==> src/rtl/sbus_pkg.sv <==
// shared types and constants of the sbus receiver
package sbus_pkg;

  // frame layout
  localparam int FRAME_BYTES = 25;
  localparam int FS_BYTE     = 23;
  localparam int FS_BIT      = 3;
  localparam int CHAN_W      = 11;
  localparam int BYTE_IDX_W  = 5;
  localparam int OUT_CHANNELS = 5;
  localparam int STOP_CHAN   = 4;

  localparam logic [7:0] HDR_BYTE = 8'h0F;
  localparam logic [7:0] END_BYTE = 8'h00;
  localparam logic [BYTE_IDX_W-1:0] LAST_INDEX = BYTE_IDX_W'(FRAME_BYTES - 1);

  // age counter
  localparam int AGE_W = 16;
  localparam logic [AGE_W-1:0] AGE_MAX = '1;

  // configuration registers
  localparam int CFG_INDEX_W = 2;
  localparam int CFG_DATA_W  = 16;
  localparam logic [CFG_INDEX_W-1:0] CFG_TIMEOUT   = CFG_INDEX_W'(0);
  localparam logic [CFG_INDEX_W-1:0] CFG_THRESHOLD = CFG_INDEX_W'(1);
  localparam logic [AGE_W-1:0]  TIMEOUT_RESET   = AGE_W'(500);
  localparam logic [CHAN_W-1:0] THRESHOLD_RESET = CHAN_W'(400);

  // status of one step of the frame assembler
  typedef struct packed {
    logic done;
    logic good;
    logic sig_valid;
  } frame_stat_t;

endpackage

==> src/rtl/sbus_frame_asm.sv <==
// sbus frame assembler: header hunt, byte collection and channel unpack
module sbus_frame_asm
  import sbus_pkg::*;
#(
  parameter int DECODED_CHANNELS = 5
) (
  input  logic                                    clk,
  input  logic                                    rst,
  input  logic                                    step,
  input  logic                                    cmd,
  input  logic [7:0]                              rx_byte,
  output frame_stat_t                             stat,
  output logic [DECODED_CHANNELS-1:0][CHAN_W-1:0] chan_next
);

  localparam int PAYLOAD_BITS  = DECODED_CHANNELS * CHAN_W;
  localparam int PAYLOAD_BYTES = (PAYLOAD_BITS + 7) / 8;

  logic [BYTE_IDX_W-1:0] byte_index;
  logic [BYTE_IDX_W-1:0] byte_index_next;
  logic [7:0]            frame_store [FRAME_BYTES-1];
  logic [DECODED_CHANNELS-1:0][CHAN_W-1:0] channel_store;
  logic                  signal_valid;
  logic                  signal_valid_next;
  logic [PAYLOAD_BYTES*8-1:0] payload;
  logic                  hunting;
  logic                  take_byte;
  logic                  last;
  logic                  good;

  // byte classification
  assign hunting   = (byte_index == '0) && (rx_byte != HDR_BYTE);
  assign take_byte = !cmd && !hunting;
  assign last      = take_byte && (byte_index == LAST_INDEX);
  assign good      = last && (frame_store[0] == HDR_BYTE) && (rx_byte == END_BYTE);

  always_comb begin
    byte_index_next = byte_index;
    if (last) begin
      byte_index_next = '0;
    end else if (take_byte) begin
      byte_index_next = byte_index + 1'b1;
    end
  end

  // channel bits start at byte 1, little-endian, lsb first
  for (genvar i = 0; i < PAYLOAD_BYTES; i++) begin : g_payload
    assign payload[8*i +: 8] = frame_store[i+1];
  end

  for (genvar k = 0; k < DECODED_CHANNELS; k++) begin : g_chan
    assign chan_next[k] = good ? payload[CHAN_W*k +: CHAN_W] : channel_store[k];
  end

  // failsafe frame clears signal valid
  assign signal_valid_next = good ? !frame_store[FS_BYTE][FS_BIT] : signal_valid;

  assign stat.done      = last;
  assign stat.good      = good;
  assign stat.sig_valid = signal_valid_next;

  // control state
  always_ff @(posedge clk) begin
    if (rst) begin
      byte_index    <= '0;
      channel_store <= '0;
      signal_valid  <= 1'b0;
    end else if (step) begin
      byte_index    <= byte_index_next;
      channel_store <= chan_next;
      signal_valid  <= signal_valid_next;
    end
  end

  // frame bytes, end byte is checked straight from the input
  always_ff @(posedge clk) begin
    if (step && take_byte && !last) begin
      frame_store[byte_index] <= rx_byte;
    end
  end

endmodule

==> src/rtl/sbus_receiver_with_takeover.sv <==
// sbus receiver top level: request pipeline, age counter, takeover decision
// Takes one request per clock while in_stall is low (a received uart byte
// or a millisecond tick) and returns exactly one result per request, held
// in the input register, then passed through the frame decoder and
// takeover logic into the result register. A full result register that is
// stalled still lets one more request into the input register. Frames are
// 25 bytes starting with 0x0F; a frame ending in 0x00 updates channels,
// the failsafe state and restarts the tick age. Configuration writes
// (timeout_ticks, stop_threshold) are always ready and must only be issued
// while no request is in flight. No clearing pass is needed after reset.
module sbus_receiver_with_takeover
  import sbus_pkg::*;
#(
  parameter int DECODED_CHANNELS = 5
) (
  input  logic                   clk,
  input  logic                   rst,
  // request channel
  input  logic                   in_valid,
  output logic                   in_stall,
  input  logic                   cmd,
  input  logic [7:0]             rx_byte,
  // result channel
  output logic                   out_valid,
  input  logic                   out_stall,
  output logic                   frame_done,
  output logic                   frame_good,
  output logic                   failsafe,
  output logic                   takeover,
  output logic                   emergency,
  output logic [CHAN_W-1:0]      chan0,
  output logic [CHAN_W-1:0]      chan1,
  output logic [CHAN_W-1:0]      chan2,
  output logic [CHAN_W-1:0]      chan3,
  output logic [CHAN_W-1:0]      chan4,
  // configuration channel
  input  logic                   cfg_valid,
  output logic                   cfg_ready,
  input  logic [CFG_INDEX_W-1:0] cfg_index,
  input  logic [CFG_DATA_W-1:0]  cfg_data
);

  logic                 s1_valid;
  logic                 s1_cmd;
  logic [7:0]           s1_byte;
  logic                 advance;
  logic                 step;
  logic [AGE_W-1:0]     timeout_ticks;
  logic [CHAN_W-1:0]    stop_threshold;
  logic [AGE_W-1:0]     frame_age;
  logic [AGE_W-1:0]     frame_age_next;
  frame_stat_t          stat;
  logic [DECODED_CHANNELS-1:0][CHAN_W-1:0] chan_next;
  logic [OUT_CHANNELS-1:0][CHAN_W-1:0]     chan_all;
  logic                 take_next;
  logic                 emer_next;
  logic [OUT_CHANNELS-1:0][CHAN_W-1:0]     chan_q;

  // pipeline flow control
  assign advance  = !out_valid || !out_stall;
  assign step     = s1_valid && advance;
  assign in_stall = s1_valid && !advance;

  // input register
  always_ff @(posedge clk) begin
    if (rst) begin
      s1_valid <= 1'b0;
    end else if (!in_stall) begin
      s1_valid <= in_valid;
    end
  end

  always_ff @(posedge clk) begin
    if (in_valid && !in_stall) begin
      s1_cmd  <= cmd;
      s1_byte <= rx_byte;
    end
  end

  // configuration registers
  assign cfg_ready = 1'b1;

  always_ff @(posedge clk) begin
    if (rst) begin
      timeout_ticks  <= TIMEOUT_RESET;
      stop_threshold <= THRESHOLD_RESET;
    end else if (cfg_valid && cfg_ready) begin
      case (cfg_index)
        CFG_TIMEOUT:   timeout_ticks  <= cfg_data[AGE_W-1:0];
        CFG_THRESHOLD: stop_threshold <= cfg_data[CHAN_W-1:0];
        default: ;
      endcase
    end
  end

  sbus_frame_asm #(
    .DECODED_CHANNELS(DECODED_CHANNELS)
  ) u_asm (
    .clk       (clk),
    .rst       (rst),
    .step      (step),
    .cmd       (s1_cmd),
    .rx_byte   (s1_byte),
    .stat      (stat),
    .chan_next (chan_next)
  );

  // saturating age since last good frame
  always_comb begin
    frame_age_next = frame_age;
    if (s1_cmd) begin
      if (frame_age != AGE_MAX) begin
        frame_age_next = frame_age + 1'b1;
      end
    end else if (stat.good) begin
      frame_age_next = '0;
    end
  end

  always_ff @(posedge clk) begin
    if (rst) begin
      frame_age <= AGE_MAX;
    end else if (step) begin
      frame_age <= frame_age_next;
    end
  end

  // channels past the decoded count read as zero
  for (genvar k = 0; k < OUT_CHANNELS; k++) begin : g_out_chan
    if (k < DECODED_CHANNELS) begin : g_dec
      assign chan_all[k] = chan_next[k];
    end else begin : g_zero
      assign chan_all[k] = '0;
    end
  end

  // takeover and emergency decision
  assign take_next = stat.sig_valid && (frame_age_next < timeout_ticks);
  assign emer_next = take_next && (chan_all[STOP_CHAN] < stop_threshold);

  // result register
  always_ff @(posedge clk) begin
    if (rst) begin
      out_valid <= 1'b0;
    end else if (advance) begin
      out_valid <= s1_valid;
    end
  end

  always_ff @(posedge clk) begin
    if (step) begin
      frame_done <= stat.done;
      frame_good <= stat.good;
      failsafe   <= !stat.sig_valid;
      takeover   <= take_next;
      emergency  <= emer_next;
      chan_q     <= chan_all;
    end
  end

  assign chan0 = chan_q[0];
  assign chan1 = chan_q[1];
  assign chan2 = chan_q[2];
  assign chan3 = chan_q[3];
  assign chan4 = chan_q[4];

endmodule

==> config.mk <==
export PLATFORM = sky130hd
export DESIGN_NAME = sbus_receiver_with_takeover
export DESIGN_NICKNAME = d
export VERILOG_FILES = /design/src/rtl/sbus_pkg.sv /design/src/rtl/sbus_frame_asm.sv /design/src/rtl/sbus_receiver_with_takeover.sv
export SDC_FILE = /design/constraint.sdc
export NUM_CORES = 1
export LEC_CHECK = 0
export BUFFER_PORTS_ARGS = -buffer_cell sky130_fd_sc_hd__buf_4
export CAP_MARGIN = 20
export CORE_MARGIN = 4
export CORE_UTILIZATION = 45
export DETAILED_ROUTE_END_ITERATION = 8
export PLACE_DENSITY = 0.62
export SYNTH_ARGS = -nofsm -noshare
export SYNTH_HDL_FRONTEND = slang
export SYNTH_SLANG_ARGS = --single-unit
export TNS_END_PERCENT = 100
==> constraint.sdc <==
create_clock -name clk -period 3.4 [get_ports clk]
set_clock_uncertainty 0.2 [all_clocks]
set_input_delay 0.17 -clock clk [delete_from_list [all_inputs] [get_ports clk]]
set_output_delay 0.17 -clock clk [all_outputs]
set_load 0.01 [all_outputs]
==> results of run 1 <==
metrics by stage:
step	power [uW]	TNS (ps)	std cells	cell area, sq um
floorplan	3800	-16.7	938	10400
global placement	4130	0	1323	11600
detailed placement	4140	-23.2	1323	11600
CTS	6990	0	1417	12900
global route	7270	-44.9	1432	13200
finish	6980	0	1432	13200
state kept, by name, indices dropped and copies added (netlist names), 5 cells and up:
register             flops
chan0                   11
chan3                   11
u_asm.channel_store     55
chan2                   11
chan4                   11
s1_byte                  8
u_asm.frame_store       64
frame_age               16
chan1                   11
u_asm.byte_index         5
stop_threshold          11
timeout_ticks           16
final cells by class:
cell class                      count  area (sq um)  share of cell area, %
Clock inverter                     11           148                   1.12
Clock buffer                       35           704                   5.35
Timing Repair Buffer              220          1810                   13.8
Inverter                           31           121                  0.922
Sequential cell                   239          6120                   46.5
Tap cell                          285           357                   2.71
Multi-Input combinational cell    611          3890                   29.6
how the worst max path moves through the flow:
stage,from,end,slack [ps],depth (start not counted)
6_report,frame_age[8],emergency,130,11
5_1_grt,u_asm.byte_index[1],takeover,-30,11
4_1_cts,frame_age[7],emergency,1,10
3_5_place_dp,u_asm.byte_index[1],emergency,-20,12
3_3_place_gp,s1_byte[6],emergency,40,10
2_1_floorplan,s1_byte[6],emergency,-20,12
kinds of logic after synthesis:
| family | share of synthesized area, % |
|---|---|
| multiplexers | 0.291 |
| buffers and inverters | 4.28 |
| other | 0.0363 |
| AO/OA/AOI/OAI | 13.2 |
| XOR/XNOR | 0.0849 |
| adder cells (fa/ha/maj) | 3.64 |
| flip-flops | 59.3 |
| AND/OR/NAND/NOR | 19.2 |
what timing repair did:
item | CTS | global route
hold endpoints to repair | 38 | 0
gates resized for setup | 3 | 36
buffers inserted | 1 | 15
hold buffers | 47 | 0
pin swaps | 1 | 20
endpoints found under the setup margin | 2 | 2
routing by layer:
metal | track usage, % | vias to the layer above | wire [microns]
met1 | 25.5 | 3671 | 11200
met5 | 0 | - | 0
met2 | 30.1 | 189 | 11200
met4 | 4.85 | 0 | 619
li1 | - | 3769 | -
met3 | 2.98 | 47 | 1000
power groups by stage:
| stage | Clock, uW | Combinational [uW] | Sequential, uW |
|---|---|---|---|
| final | 2800 | 946 | 3230 |
| after global routing | 2980 | 1050 | 3250 |
| after CTS | 2860 | 896 | 3230 |
| after detailed placement | 0 | 849 | 3290 |
| after global placement | 0 | 837 | 3290 |
| after floorplan | 0 | 496 | 3310 |
cells in the final DEF (no fill, tap or decap), types with 4 or more instances in the layout:
cell,netlist,routed
a211o_1,6,6
a21o_1,13,13
a21oi_1,38,38
a311oi_1,31,31
a311oi_2,24,24
and2_1,11,11
and3_1,8,8
and4_1,6,6
buf_4,2,167
buf_6,1,4
clkbuf_1,37,7
clkbuf_16,0,26
dfxtp_1,106,101
dfxtp_2,0,5
dlygate4sd3_1,0,47
edfxtp_1,133,133
ha_1,30,28
inv_1,31,28
nand2_1,175,174
nand2_2,49,49
nand3_1,23,21
nand4_1,12,12
nor2_1,74,73
nor3_1,7,6
nor4_1,6,6
o211ai_1,11,11
o21a_1,4,4
o21ai_0,21,15
o21ai_1,1,5
o21ai_2,2,4
or3_1,8,7
worst max-delay path: cells and delay by family, from the launching register on:
kind	cells	cell delay, ps
fa+ha+maj	1	310
buf+inv	2	390
compound gates	1	230
flops	1	380
simple gates	7	1500
==> flow_metrics.tcl, run 1 <==
set metrics [dict create \
    min_from "rst" \
    p_sw_uw 1680 \
    cts_tree "built" \
    cts_sinks 239 \
    grt_pass1_vias 7481 \
    antenna_cells 0 \
    p_seq_share_pct 46.3 \
    path_clk_slew_ps 70 \
    finalSetupViolations 0 \
    worstSetupPathType "reg -> reg" \
    drive_above_1_share_pct 28.1 \
    relSlewSlack_pct 44.5 \
    final_util_pct 58.3 \
    io_pins 95 \
    hold_viol 0 \
    grt_pass1_wl_microns 38600 \
    initial_core_util_pct 45.7 \
    fin_nets 1190 \
    fmax_mhz 306 \
    synthTopCellsByArea "edfxtp_1 (39%), dfxtp_1 (21%), nand2_1 (6.4%)" \
    ant_nets 0 \
    die_w_microns 159 \
    hold_end "u_asm.signal_valid" \
    io_buffer_count 93 \
    status "finished clean" \
    p_comb_share_pct 13.5 \
    worst_pin_slew_ps 830 \
    rows 55 \
    clk_latency_ps 520 \
    crit_path_top_delay_cell "or4_4" \
    track_usage_pct 18.3 \
    start_kind "flop" \
    hold_slack_ps 32.5 \
    power_density_nw_per_um2 531 \
    hold_depth 2 \
    slew_viol_final 0 \
    htreeDepth 1 \
    rr_worst_depth 11 \
    drtIter0Drc 519 \
    regToRegStartpoint "frame_age[8]" \
    yosys-top-cells-count "nand2_1 (175), edfxtp_1 (133), dfxtp_1 (106), nor2_1 (74), nand2_2 (49)" \
    synthArstFlopShare_pct 0 \
    setup_slack_ps 128 \
    die_h_microns 159 \
    drcViolationCount 0 \
    period_needed_ps 3270 \
    hold_class "in -> reg" \
    cts-root-buf "clkbuf_16" \
    core_sq_um 22600 \
    grt_max_degree 86 \
    synth.largest_area_cell "edfxtp_1" \
    p_leak_uw 0.00512 \
    antenna_found_initial 0 \
    period_share_pct 96.2 \
    syn-num-nets 1000 \
    arrival_ps 3340 \
    postSynthAreaPerCell_sq_um 11.0 \
    r2r-end "emergency" \
    firstDrtPassIters 5 \
    p_int_uw 5300 \
    synth_top_area_share_pct 38.7 \
    yosysUniqueCellTypes 65 \
    cpPeakStageDelay_ps 540 \
    dp_slack_ps -23.2 \
    dp_hpwl_microns 15600 \
    numCtsBuffers 25 \
    gp_congestion 0.910 \
    synthToLayoutAreaGrowth_pct 27.5 \
    wl_microns 24000 \
    p_clk_share_pct 40.1 \
    grt_overflow 0 \
    swShare_pct 24.1 \
    via_per_inst 5.36 \
    ys_warn_count 0 \
    seq_area_frac_synth_pct 59.3 \
    ir_drop_mv 0.391 \
    num_vias 7676 \
    crit_required_ps 3460 \
    dieArea_sq_um 25400 \
    cp-end-kind "flop" \
    routedWlPerCell_microns 16.8 \
    yosysMostFrequentCell "nand2_1" \
    crit_chain "nand4_1 -> buf_4 -> nor4_1 -> buf_4 -> nand2_1 -> and3_1 -> ha_1 -> nand4_1 -> or4_4 -> a2111oi_4 -> nor4_1" \
    synth_area_sq_um 10300 \
    cts_buffer_depth 3 \
    crit_path_max_fanout 7 \
    netlist_instances 938 \
    fill_cells 1857 \
    drv_cap 0 \
    ys_ff_latch 239 \
    regToRegSetupSlack_ps 130 \
    synth-edff-count 133 \
    yosys_most_used_dff "edfxtp_1" \
]
(Power assumes the default switching activity.)
==> run 2: changes to the inputs <==
- BUFFER_PORTS_ARGS: -buffer_cell sky130_fd_sc_hd__buf_4 -> -buffer_cell sky130_fd_sc_hd__buf_2
==> run 2 against run 1 <==
Clock power down 8.2%. Non-clock buffer count unchanged. Worst setup slack worse by 16 ps. Maximum frequency down 0.50%. Wire length down 1.7%. Via count down 0.78%. Sequential cell count unchanged. Die area unchanged. Cell area down 2.4%. Hold slack better by 27 ps. Register-to-register slack worse by 20 ps. Critical endpoint unchanged.
==> flow_metrics.tcl, run 2 (synthesis results as in run 1) <==
set metrics [dict create \
    numCtsBuffers 25 \
    worst_pin_slew_ps 873 \
    hold_viol 0 \
    drv_cap 0 \
    io_pins 95 \
    status "finished clean" \
    grt_pass1_wl_microns 38500 \
    largest_reg_flops 64 \
    initial_core_util_pct 45.7 \
    grt_overflow 0 \
    fill_cells 1940 \
    crit_required_ps 3460 \
    clk_latency_ps 520 \
    drt-met1-wl_microns 11300 \
    grt_pass1_vias 7446 \
    fin_nets 1191 \
    drcViolationCount 0 \
    crit_path_max_fanout 3 \
    num_vias 7616 \
    firstDrtPassIters 5 \
    ir_drop_mv 0.318 \
    tns_ps 0 \
    finalSetupViolations 0 \
    die_h_microns 159 \
    p_total_uw 6720 \
    core_sq_um 22600 \
    antenna_cells 0 \
    ant_nets 0 \
    drtIter0Drc 529 \
    rr_worst_depth 12 \
    regMostFlops "u_asm.frame_store" \
    hold_depth 4 \
    hold_class "in -> reg" \
    wl_microns 23600 \
    io_buffer_count 93 \
    top_layer_used "met4" \
    via_per_inst 5.31 \
    power_density_nw_per_um2 523 \
    cts-root-buf "clkbuf_16" \
    start_kind "flop" \
    antenna_found_initial 0 \
    cp-end-kind "flop" \
    cts_sinks 239 \
    final_util_pct 56.9 \
    rows 55 \
    grt_max_degree 74 \
    cts_tree "built" \
    reg_top3 "u_asm.frame_store x64, u_asm.channel_store x55" \
    rsz0062_at_grt "false" \
    dp_hpwl_microns 15400 \
    htreeDepth 1 \
    met2_length_microns 10700 \
    cts_buffer_depth 3 \
    synthToLayoutAreaGrowth_pct 24.5 \
    slew_viol_final 0 \
    die_w_microns 159 \
    routedWlPerCell_microns 16.5 \
    path_clk_slew_ps 60 \
    final_cell_mix "nand2_1 (174), edfxtp_1 (133), dfxtp_1 (106)" \
    design_area_sq_um 12800 \
    drive_above_1_share_pct 27.4 \
    worstSetupPathType "reg -> reg" \
    final_common_cell "nand2_1" \
    period_share_pct 96.7 \
    fmax_mhz 304 \
    dieArea_sq_um 25400 \
    dpl_cell_area_sq_um 11300 \
    relSlewSlack_pct 41.7 \
    gp_congestion 0.868 \
    wl_met3_microns 1190 \
    track_usage_pct 18.4 \
    period_needed_ps 3290 \
    p_leak_uw 0.00507 \
    arrival_ps 3350 \
]
-- run 2: changes by cell type in the layout (fill, tap and decap cells not counted), sizes merged, moves of 2 or more --
cell         before  now
bufinv            3    1
clkinv            5   10
dlygate4sd3      47   45
buf             173  175
-- run 2: final timing paths --
path	startpoint	to	slack, ps
min reg2reg	stop_threshold[5]	stop_threshold[5]	250
max reg2reg	frame_age[0]	emergency	110
max	frame_age[0]	emergency	110
min	cfg_index[0]	timeout_ticks[0]	60
-- run 2: power by group --
| group | switching, uW | leakage, uW | total, uW | internal, uW |
|---|---|---|---|---|
| Clock | 1090 | 0.000380 | 2570 | 1480 |
| Sequential | 56.2 | 0.00209 | 3230 | 3170 |
| Combinational | 508 | 0.00259 | 917 | 409 |
-- run 2: stage by stage --
step	setup slack, ps	hold WS [ps]	std cells
final	111	59.7	1433
after global placement	42.4	147	1323
after detailed placement	-150	148	1323
after floorplan	-16.7	68.9	938
after CTS	7.43	31.9	1418
after global routing	1.64	110	1433
-- run 2: routing by layer --
layer  up-vias  GRT usage, %
li1       3769             -
met1      3636          26.2
met2       178          29.5
met3        33          2.90
met4         0          4.85
met5         -             0
-- run 2: worst max-delay path, cell delays in order (launching register included) --
cell and delay [ps]:
dfxtp_1 310, ha_1 210, buf_4 150, nand3_2 120, nor4_4 60, or4_4 530
nand3_2 100, o21ai_1 90, ha_1 310, nand2_1 70, or4_4 540, a2111oi_4 240
nor4_1 100
-- run 2: what timing repair did --
action	4_1_cts	5_1_grt
hold buffers	45	0
buffers inserted	4	14
resized for setup	5	26
setup endpoints to repair	2	2
gates cloned	0	1
hold endpoints to repair	41	0
pin swaps	2	16
-- run 2: final cells by class --
type | instances | area (sq um) | share of cell area (%)
flip-flops and latches | 239 | 6120 | 47.6
multi-input cells | 612 | 3910 | 30.5
repair buffers | 220 | 1570 | 12.2
clock buffers | 34 | 679 | 5.29
well taps | 285 | 357 | 2.78
inverters | 31 | 121 | 0.945
clock inverters | 12 | 92.6 | 0.721
==> run 3: changes to the inputs <==
- clock period: 3.4 -> 2.8 ns (I/O delays scaled with it)
==> run 3 against run 2 <==
Clock-buffer cell count is 1 lower. Clock power is 30% higher. The run now ends with negative setup slack left. Register-to-register slack worse by 510 ps.
==> flow_metrics.tcl, run 3 (synthesis results as in run 1) <==
set metrics [dict create \
    status "finished with violations" \
    violations "negative setup slack" \
    power_density_nw_per_um2 621 \
    core_sq_um 22600 \
    die_h_microns 159 \
    arrival_ps 3250 \
    reg_top3 "u_asm.frame_store x64, u_asm.channel_store x55" \
    cts-root-buf "clkbuf_16" \
    routedWlPerCell_microns 16.2 \
    crit_path_max_fanout 3 \
    relSlewSlack_pct 54.7 \
    hold_viol 0 \
    gp_congestion 0.852 \
    grt_pass1_wl_microns 38900 \
    start_kind "flop" \
    wl_microns 24400 \
    setup_slack_ps -399 \
    crit_family "simple AND/OR/NAND/NOR gates" \
    swShare_pct 24.5 \
    dp_hpwl_microns 16100 \
    antenna_found_initial 0 \
    fill_cells 1835 \
    initial_core_util_pct 45.7 \
    synthToLayoutAreaGrowth_pct 32.4 \
    p_clk_share_pct 39.4 \
    cpPeakStageDelay_ps 450 \
    final_cell_mix "nand2_1 (173), buf_4 (134), edfxtp_1 (133)" \
    path_clk_slew_ps 60 \
    rows 55 \
    p_sw_uw 2080 \
    drtIter0Drc 402 \
    via_per_inst 5.25 \
    cts_sinks 239 \
    finalSetupViolations 2 \
    drcViolationCount 0 \
    fmax_mhz 313 \
    dieArea_sq_um 25400 \
    worst_pin_slew_ps 679 \
    crit_required_ps 2850 \
    largest_reg_flops 64 \
    antenna_cells 0 \
    io_pins 95 \
    track_usage_pct 18.3 \
    ir_drop_mv 0.424 \
    fin_nets 1260 \
    final_common_cell "nand2_1" \
    htreeDepth 1 \
    regArea_sq_um 6120 \
    cts_buffer_depth 3 \
    slew_viol_final 0 \
    num_vias 7884 \
    crit_chain "nor4_4 -> buf_4 -> and3_4 -> and3_4 -> a31oi_4 -> o21a_1 -> ha_4 -> nand4_1 -> or4_4 -> a2111oi_4 -> nor4_1" \
    multiInputGateArea_sq_um 3990 \
    dp_cells 1393 \
    regMostFlops "u_asm.frame_store" \
    cp_num_buf_inv 1 \
    cts_tree "built" \
    numCtsBuffers 26 \
    grt_overflow 0 \
    p_leak_uw 0.00547 \
    worstSetupPathType "reg -> reg" \
    io_buffer_count 93 \
    p_seq_share_pct 46.2 \
    firstDrtPassIters 5 \
    hold_class "in -> reg" \
    p_int_uw 6410 \
    drive_above_1_share_pct 33.7 \
    crit_path_top_delay_cell "or4_4" \
    path_common_cell "and3_4" \
    period_share_pct 114 \
    rsz0062_at_grt "true" \
    p_comb_share_pct 14.5 \
    finalNonFillerCells 1503 \
    grt_max_degree 57 \
    cp-end-kind "flop" \
    grt_pass1_vias 7581 \
    clk_latency_ps 510 \
    period_needed_ps 3200 \
    p_total_uw 8490 \
    final_util_pct 60.5 \
    drv_cap 0 \
    die_w_microns 159 \
    ant_nets 0 \
]
## run 3: cell types whose count changed in the layout (fill, tap and decap cells not counted), sizes merged
| cell | previous run | this run |
|---|---|---|
| clkinv | 10 | 12 |
| clkbuf | 34 | 33 |
| nand2 | 225 | 224 |
| dlygate4sd3 | 45 | 44 |
| buf | 175 | 245 |
| inv | 32 | 33 |
## run 3: worst register-to-register path, delay by kind of cell, from the launching register on
| kind | cells | cell delay (ps) |
|---|---|---|
| buf+inv | 1 | 180 |
| flops | 1 | 430 |
| simple gates | 6 | 1400 |
| compound gates | 3 | 430 |
| fa+ha+maj | 1 | 280 |
## run 3: routing by layer
metal / part of all wire (%) / up-vias / track usage (%)
li1: - / 3919 / -
met1: 47 / 3750 / 26.1
met2: 47 / 178 / 29.8
met3: 4.7 / 37 / 2.77
met4: 1.8 / 0 / 3.98
met5: 0 / - / 0
## run 3: through the flow
step | TNS (ps) | area, sq um | hold WS (ps) | worst slack, ps
global placement | -926 | 12000 | 119 | -470
detailed placement | -1050 | 12000 | 118 | -564
finish | -772 | 13700 | 54.2 | -399
floorplan | -755 | 10400 | 38.9 | -383
global route | -1030 | 13700 | 90.9 | -538
CTS | -757 | 13400 | 9.85 | -390
## run 3: area by class of cell
type                    instances  share of cell area, %
clock buffers                  33                   5.41
flip-flops and latches        239                   44.8
multi-input cells             611                   29.2
clock inverters                15                  0.842
repair buffers                289                   16.3
well taps                     285                   2.61
inverters                      31                  0.888
## run 3: final timing paths
path / startpoint / to / slack, ps / cells after the start
max: s1_byte[6] / emergency / -400 / 11
min: cfg_valid / stop_threshold[9] / 50 / 4
min reg2reg: stop_threshold[1] / stop_threshold[1] / 250 / 2
max reg2reg: s1_byte[6] / emergency / -400 / 11
## run 3: power groups by stage
stage          clock (uW)  combinational (uW)  sequential [uW]
2_1_floorplan           0                 605             4020
3_3_place_gp            0                1070             3990
3_5_place_dp            0                1090             3990
4_1_cts              3420                1150             3920
5_1_grt              3560                1350             3930
6_report             3340                1230             3920
## run 3: repair_timing
action / CTS / global route
setup endpoints to repair: 2 / 65
setup buffers: 3 / 15
endpoints found under the hold margin: 53 / 0
hold buffers: 44 / 0
gates resized for setup: 13 / 39
pin swaps: 3 / 12
